### src/hw/rtl/blg_pkg.sv
// ----------------------------------------------------------------------------
// blg_pkg: battery level gauge shared definitions
// Batch sizes, arithmetic widths, level codes, register map, sequencer states
// and the request/response bundle of the shared divider.
// ----------------------------------------------------------------------------
package blg_pkg;

  localparam int SAMPLES_PER_READING = 10;
  localparam int CHIRP_HOLDOFF_MS    = 5000;
  localparam int BLINK_PERIOD_MS     = 400;
  localparam int VOLT_LIMIT_MV       = 20000;

  localparam int RAW_W     = 16;
  localparam int GAIN_W    = 18;
  localparam int MV_W      = 15;
  localparam int OFS_W     = 16;
  localparam int TIME_W    = 32;
  localparam int PADDR_W   = 5;
  localparam int IDX_W     = 3;
  localparam int DATA_W    = 32;
  localparam int CNT_W     = $clog2(SAMPLES_PER_READING + 1);
  localparam int SUM_W     = RAW_W + $clog2(SAMPLES_PER_READING);
  localparam int PROD_W    = SUM_W + GAIN_W + 1;
  localparam int TQ_W      = PROD_W + 1 - 16;
  localparam int V_W       = TQ_W + 2;
  localparam int DVS_W     = 16;
  localparam int DIV_CNT_W = $clog2(TQ_W + 1);
  localparam int BLINK_W   = $clog2(BLINK_PERIOD_MS);

  localparam logic [CNT_W-1:0]     SAMPLES_LAST = CNT_W'(SAMPLES_PER_READING - 1);
  localparam logic [BLINK_W-1:0]   BLINK_LAST   = BLINK_W'(BLINK_PERIOD_MS - 1);
  localparam logic [BLINK_W-1:0]   BLINK_HALF   = BLINK_W'(BLINK_PERIOD_MS / 2);
  localparam logic [TIME_W-1:0]    CHIRP_HOLD   = TIME_W'(CHIRP_HOLDOFF_MS);
  localparam logic [DIV_CNT_W-1:0] DIV_STEPS    = DIV_CNT_W'(TQ_W);

  localparam logic signed [V_W-1:0]  V_SAT_HI = V_W'(VOLT_LIMIT_MV);
  localparam logic signed [V_W-1:0]  V_SAT_LO = V_W'(-VOLT_LIMIT_MV);
  localparam logic signed [15:0]     OUT_V_HI = 16'(VOLT_LIMIT_MV);
  localparam logic signed [15:0]     OUT_V_LO = 16'(-VOLT_LIMIT_MV);

  localparam logic [2:0] LVL_FULL  = 3'd0;
  localparam logic [2:0] LVL_OK    = 3'd1;
  localparam logic [2:0] LVL_LOW   = 3'd2;
  localparam logic [2:0] LVL_NONE  = 3'd3;
  localparam logic [2:0] LVL_ERROR = 3'd4;

  localparam logic [IDX_W-1:0] REG_GAIN   = 3'd0;
  localparam logic [IDX_W-1:0] REG_OFFSET = 3'd1;
  localparam logic [IDX_W-1:0] REG_FULL   = 3'd2;
  localparam logic [IDX_W-1:0] REG_EMPTY  = 3'd3;
  localparam logic [IDX_W-1:0] REG_MINV   = 3'd4;

  typedef enum logic [3:0] {
    ST_IDLE,
    ST_MUL,
    ST_RND,
    ST_DIVA_GO,
    ST_DIVA_WAIT,
    ST_OFS,
    ST_CLASS,
    ST_DIVB_GO,
    ST_DIVB_WAIT,
    ST_DONE
  } state_t;

  typedef struct packed {
    logic             start;
    logic [TQ_W-1:0]  dividend;
    logic [DVS_W-1:0] divisor;
  } div_req_t;

  typedef struct packed {
    logic             done;
    logic [TQ_W-1:0]  quot;
    logic [DVS_W-1:0] rem;
  } div_rsp_t;

  function automatic logic [7:0] led_bar(input logic [2:0] steps);
    led_bar = ~(8'hFE << steps);
  endfunction

endpackage

### src/hw/rtl/blg_div.sv
// ----------------------------------------------------------------------------
// blg_div: shared restoring divider
// Unsigned division, one quotient bit per cycle; done pulses after the last.
// ----------------------------------------------------------------------------
module blg_div (
  input  logic              clk,
  input  logic              rst_n,
  input  blg_pkg::div_req_t req,
  output blg_pkg::div_rsp_t rsp
);
  import blg_pkg::*;

  logic [TQ_W-1:0]      quo_r, quo_nxt;
  logic [DVS_W-1:0]     rem_r, rem_nxt;
  logic [DVS_W-1:0]     dvs_r, dvs_nxt;
  logic [DIV_CNT_W-1:0] cnt_r, cnt_nxt;
  logic                 busy_r, busy_nxt;
  logic                 done_r, done_nxt;
  logic [DVS_W:0]       trial;
  logic [DVS_W:0]       diff;

  always_comb begin
    quo_nxt  = quo_r;
    rem_nxt  = rem_r;
    dvs_nxt  = dvs_r;
    cnt_nxt  = cnt_r;
    busy_nxt = busy_r;
    done_nxt = 1'b0;
    trial    = {rem_r, quo_r[TQ_W-1]};
    diff     = trial - {1'b0, dvs_r};
    if (req.start) begin
      quo_nxt  = req.dividend;
      rem_nxt  = '0;
      dvs_nxt  = req.divisor;
      cnt_nxt  = DIV_STEPS;
      busy_nxt = 1'b1;
    end else if (busy_r) begin
      if (!diff[DVS_W]) begin
        rem_nxt = diff[DVS_W-1:0];
        quo_nxt = {quo_r[TQ_W-2:0], 1'b1};
      end else begin
        rem_nxt = trial[DVS_W-1:0];
        quo_nxt = {quo_r[TQ_W-2:0], 1'b0};
      end
      cnt_nxt = cnt_r - 1'b1;
      if (cnt_r == DIV_CNT_W'(1)) begin
        busy_nxt = 1'b0;
        done_nxt = 1'b1;
      end
    end
  end

  always_ff @(posedge clk) begin
    if (!rst_n) begin
      busy_r <= 1'b0;
      done_r <= 1'b0;
      cnt_r  <= '0;
    end else begin
      busy_r <= busy_nxt;
      done_r <= done_nxt;
      cnt_r  <= cnt_nxt;
    end
  end

  always_ff @(posedge clk) begin
    quo_r <= quo_nxt;
    rem_r <= rem_nxt;
    dvs_r <= dvs_nxt;
  end

  assign rsp.done = done_r;
  assign rsp.quot = quo_r;
  assign rsp.rem  = rem_r;

endmodule

### src/hw/rtl/battery_level_gauge.sv
// ----------------------------------------------------------------------------
// battery_level_gauge: battery voltage gauge with LED bar and chirp flag
// Counts millisecond ticks, averages each batch of ADC samples, scales the
// mean to millivolts and classifies it; drives an LED bar and a chirp flag.
// ----------------------------------------------------------------------------
// Channel  Direction  Handshake           Payload
// in       request    in_valid/in_ready   in_kind, in_raw_sample, in_read_ok
// out      result     out_valid/out_ready out_voltage_mv, out_level,
//                                         out_led_pattern, out_buzz_start
// cfg      APB write  psel/penable/pready paddr, pwdata, prdata
//
// A tick or a mid-batch sample leaves in_ready high. The request that closes a
// batch holds in_ready low while the sequencer runs: two passes through the
// bit-serial divider when the level is ok, one for the other levels and none
// with no valid sample.
// A finished result waits in the output register while ticks and samples go
// on; a closing batch holds in ST_DONE until that register frees up.
// Reset is synchronous, active low, and restores the calibration defaults.
// ----------------------------------------------------------------------------
module battery_level_gauge (
  input  logic                            clk,
  input  logic                            rst_n,
  input  logic                            in_valid,
  output logic                            in_ready,
  input  logic                            in_kind,
  input  logic signed [blg_pkg::RAW_W-1:0] in_raw_sample,
  input  logic                            in_read_ok,
  output logic                            out_valid,
  input  logic                            out_ready,
  output logic signed [15:0]              out_voltage_mv,
  output logic [2:0]                      out_level,
  output logic [7:0]                      out_led_pattern,
  output logic                            out_buzz_start,
  input  logic                            psel,
  input  logic                            penable,
  input  logic                            pwrite,
  input  logic [blg_pkg::PADDR_W-1:0]     paddr,
  input  logic [blg_pkg::DATA_W-1:0]      pwdata,
  output logic [blg_pkg::DATA_W-1:0]      prdata,
  output logic                            pready
);
  import blg_pkg::*;

  logic [GAIN_W-1:0]        gain_r;
  logic signed [OFS_W-1:0]  offset_r;
  logic [MV_W-1:0]          full_r, empty_r, minv_r;
  logic [IDX_W-1:0]         reg_idx;
  logic                     cfg_wr;

  state_t                   state_r, state_nxt;
  logic [TIME_W-1:0]        time_r, time_nxt;
  logic [BLINK_W-1:0]       blink_r, blink_nxt;
  logic [TIME_W-1:0]        chirp_r, chirp_nxt;
  logic signed [SUM_W-1:0]  sum_r, sum_nxt;
  logic [CNT_W-1:0]         vcnt_r, vcnt_nxt;
  logic [CNT_W-1:0]         acnt_r, acnt_nxt;
  logic signed [PROD_W-1:0] prod_r, prod_nxt;
  logic signed [TQ_W-1:0]   t_r, t_nxt;
  logic signed [V_W-1:0]    q_r, q_nxt;
  logic signed [V_W-1:0]    v_r, v_nxt;
  logic [TQ_W-1:0]          bnum_r, bnum_nxt;
  logic [DVS_W-1:0]         bden_r, bden_nxt;
  logic signed [15:0]       res_volt_r, res_volt_nxt;
  logic [2:0]               res_level_r, res_level_nxt;
  logic [7:0]               res_led_r, res_led_nxt;
  logic                     res_buzz_r, res_buzz_nxt;
  logic                     out_valid_r, out_valid_nxt;
  logic signed [15:0]       out_volt_r, out_volt_nxt;
  logic [2:0]               out_level_r, out_level_nxt;
  logic [7:0]               out_led_r, out_led_nxt;
  logic                     out_buzz_r, out_buzz_nxt;

  logic signed [PROD_W:0]   rsum;
  logic [V_W-1:0]           qmag;
  logic signed [V_W-1:0]    full_s, empty_s, minv_s;
  logic [15:0]              span;
  logic [15:0]              vrel;
  div_req_t                 div_req;
  div_rsp_t                 div_rsp;

  assign reg_idx = paddr[PADDR_W-1:2];
  assign cfg_wr  = psel & penable & pwrite;
  assign pready  = 1'b1;

  always_ff @(posedge clk) begin
    if (!rst_n) begin
      gain_r   <= GAIN_W'(33010);
      offset_r <= OFS_W'(2670);
      full_r   <= MV_W'(12400);
      empty_r  <= MV_W'(11110);
      minv_r   <= MV_W'(6000);
    end else if (cfg_wr) begin
      unique case (reg_idx)
        REG_GAIN:   gain_r   <= pwdata[GAIN_W-1:0];
        REG_OFFSET: offset_r <= pwdata[OFS_W-1:0];
        REG_FULL:   full_r   <= pwdata[MV_W-1:0];
        REG_EMPTY:  empty_r  <= pwdata[MV_W-1:0];
        REG_MINV:   minv_r   <= pwdata[MV_W-1:0];
        default: ;
      endcase
    end
  end

  always_comb begin
    unique case (reg_idx)
      REG_GAIN:   prdata = DATA_W'(gain_r);
      REG_OFFSET: prdata = DATA_W'($unsigned(offset_r));
      REG_FULL:   prdata = DATA_W'(full_r);
      REG_EMPTY:  prdata = DATA_W'(empty_r);
      REG_MINV:   prdata = DATA_W'(minv_r);
      default:    prdata = '0;
    endcase
  end

  blg_div u_div (
    .clk   (clk),
    .rst_n (rst_n),
    .req   (div_req),
    .rsp   (div_rsp)
  );

  assign full_s  = $signed(V_W'(full_r));
  assign empty_s = $signed(V_W'(empty_r));
  assign minv_s  = $signed(V_W'(minv_r));
  assign span    = {1'b0, full_r} - {1'b0, empty_r};
  assign vrel    = 16'(v_r - empty_s);
  assign rsum    = {prod_r[PROD_W-1], prod_r} + (PROD_W+1)'({vcnt_r, 15'd0});
  assign qmag    = V_W'(div_rsp.quot) + V_W'(t_r[TQ_W-1] && (div_rsp.rem != '0));

  assign in_ready = (state_r == ST_IDLE);

  always_comb begin
    state_nxt     = state_r;
    time_nxt      = time_r;
    blink_nxt     = blink_r;
    chirp_nxt     = chirp_r;
    sum_nxt       = sum_r;
    vcnt_nxt      = vcnt_r;
    acnt_nxt      = acnt_r;
    prod_nxt      = prod_r;
    t_nxt         = t_r;
    q_nxt         = q_r;
    v_nxt         = v_r;
    bnum_nxt      = bnum_r;
    bden_nxt      = bden_r;
    res_volt_nxt  = res_volt_r;
    res_level_nxt = res_level_r;
    res_led_nxt   = res_led_r;
    res_buzz_nxt  = res_buzz_r;
    out_valid_nxt = out_valid_r & ~out_ready;
    out_volt_nxt  = out_volt_r;
    out_level_nxt = out_level_r;
    out_led_nxt   = out_led_r;
    out_buzz_nxt  = out_buzz_r;
    div_req.start    = 1'b0;
    div_req.dividend = t_r[TQ_W-1] ? TQ_W'(-t_r) : TQ_W'(t_r);
    div_req.divisor  = DVS_W'(vcnt_r);

    unique case (state_r)
      ST_IDLE: begin
        if (in_valid) begin
          if (!in_kind) begin
            time_nxt  = time_r + 1'b1;
            blink_nxt = (blink_r == BLINK_LAST) ? '0 : blink_r + 1'b1;
          end else begin
            if (in_read_ok) begin
              sum_nxt  = sum_r + SUM_W'(in_raw_sample);
              vcnt_nxt = vcnt_r + 1'b1;
            end
            acnt_nxt = acnt_r + 1'b1;
            if (acnt_r == SAMPLES_LAST) begin
              state_nxt = ST_MUL;
            end
          end
        end
      end
      ST_MUL: begin
        if (vcnt_r == '0) begin
          res_volt_nxt  = '0;
          res_level_nxt = LVL_ERROR;
          res_led_nxt   = '0;
          res_buzz_nxt  = 1'b0;
          state_nxt     = ST_DONE;
        end else begin
          prod_nxt  = sum_r * $signed({1'b0, gain_r});
          state_nxt = ST_RND;
        end
      end
      ST_RND: begin
        t_nxt     = rsum[PROD_W:16];
        state_nxt = ST_DIVA_GO;
      end
      ST_DIVA_GO: begin
        div_req.start = 1'b1;
        state_nxt     = ST_DIVA_WAIT;
      end
      ST_DIVA_WAIT: begin
        if (div_rsp.done) begin
          q_nxt     = t_r[TQ_W-1] ? -$signed(qmag) : $signed(qmag);
          state_nxt = ST_OFS;
        end
      end
      ST_OFS: begin
        v_nxt     = q_r + V_W'(offset_r);
        state_nxt = ST_CLASS;
      end
      ST_CLASS: begin
        res_buzz_nxt = 1'b0;
        res_led_nxt  = '0;
        if (v_r > V_SAT_HI) begin
          res_volt_nxt = OUT_V_HI;
        end else if (v_r < V_SAT_LO) begin
          res_volt_nxt = OUT_V_LO;
        end else begin
          res_volt_nxt = v_r[15:0];
        end
        state_nxt = ST_DONE;
        if (v_r[V_W-1]) begin
          res_level_nxt = LVL_ERROR;
        end else if (v_r >= full_s) begin
          res_level_nxt = LVL_FULL;
          res_led_nxt   = 8'hFF;
        end else if (v_r >= empty_s) begin
          res_level_nxt = LVL_OK;
          bnum_nxt      = (TQ_W'(vrel) << 4) - (TQ_W'(vrel) << 1) + TQ_W'(span);
          bden_nxt      = {span[14:0], 1'b0};
          state_nxt     = ST_DIVB_GO;
        end else begin
          res_level_nxt = (v_r >= minv_s) ? LVL_LOW : LVL_NONE;
          res_led_nxt   = {7'd0, blink_r < BLINK_HALF};
          if ((v_r >= minv_s) && ((time_r - chirp_r) >= CHIRP_HOLD)) begin
            res_buzz_nxt = 1'b1;
            chirp_nxt    = time_r;
          end
        end
      end
      ST_DIVB_GO: begin
        div_req.start    = 1'b1;
        div_req.dividend = bnum_r;
        div_req.divisor  = bden_r;
        state_nxt        = ST_DIVB_WAIT;
      end
      ST_DIVB_WAIT: begin
        if (div_rsp.done) begin
          res_led_nxt = led_bar(div_rsp.quot[2:0]);
          state_nxt   = ST_DONE;
        end
      end
      ST_DONE: begin
        if (!out_valid_r || out_ready) begin
          out_valid_nxt = 1'b1;
          out_volt_nxt  = res_volt_r;
          out_level_nxt = res_level_r;
          out_led_nxt   = res_led_r;
          out_buzz_nxt  = res_buzz_r;
          sum_nxt       = '0;
          vcnt_nxt      = '0;
          acnt_nxt      = '0;
          state_nxt     = ST_IDLE;
        end
      end
      default: state_nxt = ST_IDLE;
    endcase
  end

  always_ff @(posedge clk) begin
    if (!rst_n) begin
      state_r     <= ST_IDLE;
      time_r      <= '0;
      blink_r     <= '0;
      chirp_r     <= '0;
      sum_r       <= '0;
      vcnt_r      <= '0;
      acnt_r      <= '0;
      out_valid_r <= 1'b0;
    end else begin
      state_r     <= state_nxt;
      time_r      <= time_nxt;
      blink_r     <= blink_nxt;
      chirp_r     <= chirp_nxt;
      sum_r       <= sum_nxt;
      vcnt_r      <= vcnt_nxt;
      acnt_r      <= acnt_nxt;
      out_valid_r <= out_valid_nxt;
    end
  end

  always_ff @(posedge clk) begin
    prod_r      <= prod_nxt;
    t_r         <= t_nxt;
    q_r         <= q_nxt;
    v_r         <= v_nxt;
    bnum_r      <= bnum_nxt;
    bden_r      <= bden_nxt;
    res_volt_r  <= res_volt_nxt;
    res_level_r <= res_level_nxt;
    res_led_r   <= res_led_nxt;
    res_buzz_r  <= res_buzz_nxt;
    out_volt_r  <= out_volt_nxt;
    out_level_r <= out_level_nxt;
    out_led_r   <= out_led_nxt;
    out_buzz_r  <= out_buzz_nxt;
  end

  assign out_valid       = out_valid_r;
  assign out_voltage_mv  = out_volt_r;
  assign out_level       = out_level_r;
  assign out_led_pattern = out_led_r;
  assign out_buzz_start  = out_buzz_r;

  a_vcnt_le_acnt: assert property (@(posedge clk) disable iff (!rst_n)
    vcnt_r <= acnt_r)
    else $error("valid sample count exceeds attempt count");

  a_batch_open: assert property (@(posedge clk) disable iff (!rst_n)
    state_r == ST_IDLE |-> acnt_r <= SAMPLES_LAST)
    else $error("batch overran while idle");

  a_div_done_waiting: assert property (@(posedge clk) disable iff (!rst_n)
    div_rsp.done |-> (state_r == ST_DIVA_WAIT || state_r == ST_DIVB_WAIT))
    else $error("divider finished outside a wait state");

  a_error_dark: assert property (@(posedge clk) disable iff (!rst_n)
    out_valid_r && out_level_r == LVL_ERROR |-> out_led_r == '0 && !out_buzz_r)
    else $error("read error result with lit bar or chirp");

  a_buzz_low_only: assert property (@(posedge clk) disable iff (!rst_n)
    out_valid_r && out_buzz_r |-> out_level_r == LVL_LOW)
    else $error("chirp on a level other than low");

endmodule

### config.mk
export PLATFORM = sky130hd
export DESIGN_NAME = battery_level_gauge
export DESIGN_NICKNAME = d
export VERILOG_FILES = /design/src/hw/rtl/blg_pkg.sv /design/src/hw/rtl/blg_div.sv /design/src/hw/rtl/battery_level_gauge.sv
export SDC_FILE = /design/constraint.sdc
export NUM_CORES = 2
export LEC_CHECK = 0
export BUFFER_PORTS_ARGS = -buffer_cell sky130_fd_sc_hd__buf_2
export CORE_MARGIN = 3
export CORE_UTILIZATION = 52
export CTS_CLUSTER_DIAMETER = 30
export DETAILED_ROUTE_END_ITERATION = 6
export GPL_TIMING_DRIVEN = 0
export HOLD_SLACK_MARGIN = 0.12
export PLACE_DENSITY = 0.76
export SETUP_SLACK_MARGIN = 0.1
export SYNTH_ARGS = -nofsm -noshare
export SYNTH_HDL_FRONTEND = slang
export SYNTH_SLANG_ARGS = --single-unit
### constraint.sdc
create_clock -name clk -period 9.4 [get_ports clk]
set_input_delay 1.88 -clock clk [delete_from_list [all_inputs] [get_ports clk]]
set_output_delay 1.88 -clock clk [all_outputs]
set_load 0.02 [all_outputs]
==> metrics.txt <==
status=completed; Yosys reg bits=440; Final Critical Period=8.45 ns; Fillers=6555; area of the multi-input gates=25800 um^2; most common cell in the netlist=inv_1; core area=76100 um^2; pin count of the biggest net entering global routing=39; Max FO, Critical Path=10; Slew Limit Fails=0; DP HPWL=87800 um; Max Cap Viol=0; final worst path period share=0.899; f_max=118 MHz; Syn Area/Cell=9.12 um^2; Clock Sinks=440; NumNets Final=5311; layout cells sized above 1=0.0698; root cell of the clock tree=clkbuf_16; sequential cell area=11100 um^2; DR WL/cell=19.8 um; Avg Vias per Cell=5.73; worst hold-check path type=reg -> reg; Final WS setup=0.948 ns; grt ovf=0; Slew @ Worst Pin=1.34 ns; Starting DRT DRC Count=3070; Final Hold Viols=0; top post-synthesis cells by area=fa_1 19%, edfxtp_1 17%, dfxtp_1 10%; VDD IR max=132 uV; CTS Buffer Depth=3; Sum Neg Setup Slack=0 ns; Power Dens Cells=127 nW/um^2; RSZ-0062 raised after global routing=false; first-pass GRT wire length=178000 um; Detailed Routing Iterations Pass 1=6; hold buffers post-CTS=0; sequential fraction of the synthesis area=0.278; tightest hold margin=0.416 ns; ANT nets after route=0; CTS tree=yes; area grow syn2layout=11.4%; H-tree levels=3; clk_lat worst skew=0.63 ns; Reg clk slew, reported paths=0.05 ns; CP Class=reg -> reg; crit path DAT=8.79 ns; Post-synth top cells=624 x inv_1, 482 x nand2_1, 372 x fa_1; DP Worst Slack=1.13 ns; Top FF cell, synth=edfxtp_1; Die Width=284 um; area share of the largest cell type after synthesis=0.186; die area=80400 um^2; Clock Skews=0.0237 ns; Yosys warning total=0; Rel. slew slack=0.103; fraction of registers with async set or reset after synthesis=0; Post-synth EDFFs=232; CP startpoint kind=flip-flop; post-cts sizing count=0; initial core utilization=0.526; Yosys top cell by area=fa_1; Pleak=19.9 nW; DRT Wirelength=112000 um; GRT Util Overall=0.280; CP required=9.73 ns; ANT cells=0; nature of the critical path endpoint=flip-flop; post-synthesis cell type count=87; Synth Instances=4393; Rows=101; die height=284 um; Placed Area=41900 um^2; DRC=0; Setup violations, final=0; synthesized cell area=40000 um^2; fin area=44600 um^2; Placer Congestion=0.961; routed vias=32.5k; initial antenna violation count=4; Port Buffer Count=92; setup bufs post-CTS=0; CTS Buf Count=74; vias in the first global route=32.8k; Final Power=5.64 mW; Ports=125
[report_power, final]
part / total, mW / internal [mW] / switching, mW
Clock: 2.76 / 1.70 / 1.06
Combinational: 0.816 / 0.305 / 0.511
Sequential: 2.07 / 2.04 / 0.0249
Total: 5.64 / 4.04 / 1.60
[cells by family (layout without fill, tap and decap cells)]
logic type	count (synthesis)	after routing	synth area share
compound gates	799	799	0.133
mux	24	24	0.00647
fa+ha+maj	666	666	0.278
other cells	2	15	0.000188
xor+xnor	278	278	0.0608
flops	440	440	0.278
simple gates	1358	1358	0.164
buf+inv	826	1064	0.0795
[per-stage QoR]
step | util | instances
2_1_floorplan | - | 4406
3_3_place_gp | 0.550 | 5528
3_5_place_dp | 0.551 | 5534
4_1_cts | 0.586 | 5671
5_1_grt | 0.586 | 5674
6_report | 0.586 | 5674
[critical path, cell delays in order (launching register included)]
cell             delay (ns)
dfxtp_1                0.32
clkbuf_1               0.65
clkbuf_1               0.57
nand2_1                0.16
fa_1                   0.56
fa_1                   0.44
fa_1                   0.51
inv_1                  0.05
fa_1                   0.46
fa_1                   0.54
inv_1                  0.06
fa_1                   0.55
inv_1                  0.05
ha_1                   0.35
a21o_1                 0.21
nor4b_1                0.39
a21oi_1                0.17
a2111oi_1              0.34
clkdlybuf4s18_2        0.32
o311ai_0               0.23
a21oi_1                0.35
o21ai_0                0.25
a221oi_1               0.40
xnor2_1                0.21
[path summary, 6_finish.rpt]
path,slack [ns],depth (start not counted),end,start
max,0.95,23,prod_r[38]$_DFFE_PP_,sum_r[11]$_SDFFE_PN0P_
min,0.42,0,out_led_pattern[7]$_DFFE_PP_,res_led_r[7]$_DFFE_PP_
max reg2reg,0.95,23,prod_r[38]$_DFFE_PP_,sum_r[11]$_SDFFE_PN0P_
min reg2reg,0.42,0,out_led_pattern[7]$_DFFE_PP_,res_led_r[7]$_DFFE_PP_
[registers in the layout, summed over array words and instances, names as in the netlist, 9 cells and up]
name and flops:
prod_r 24, gain_r 18, res_volt_r 16, empty_r 15, time_r 32, minv_r 15
u_div.quo_r 24, blink_r 9, v_r 26, t_r 24, bnum_r 22, sum_r 20
q_r 26, u_div.dvs_r 16, u_div.rem_r 16, bden_r 14, out_voltage_mv 16, offset_r 16
chirp_r 32, full_r 15
[per-layer routing]
metal	GRT usage	up-vias	share of wire
li1	-	15100	-
met1	0.351	15700	0.40
met2	0.462	1381	0.46
met3	0.0569	353	0.082
met4	0.140	8	0.057
met5	0	-	0.00050
[cell type report]
cell class,instances,share of cell area
Sequential cell,440,0.250
Clock inverter,51,0.0134
Buffer,199,0.0186
Clock buffer,86,0.0451
Tap cell,1030,0.0289
Timing Repair Buffer,101,0.0129
Multi-Input combinational cell,3140,0.579
Inverter,627,0.0528
[cell usage in the layout, fill, tap and decap left out, types with 31 or more instances in the layout]
cell type and count:
inv_1 623, nand2_1 482, fa_1 372, ha_1 294, nor2_1 242, a21oi_1 235
edfxtp_1 232, and2_1 219, dfxtp_1 208, clkbuf_1 177, xnor2_1 164, o21ai_0 128
xor2_1 114, buf_2 96, nand3_1 95, clkbuf_16 76, nor3_1 61, a21o_1 52
and3_1 47, a22oi_1 43, nor2b_1 40, nand4_1 38, o22ai_1 37, o2111ai_1 34
o21a_1 31
Power figures use the tool's default switching activity.
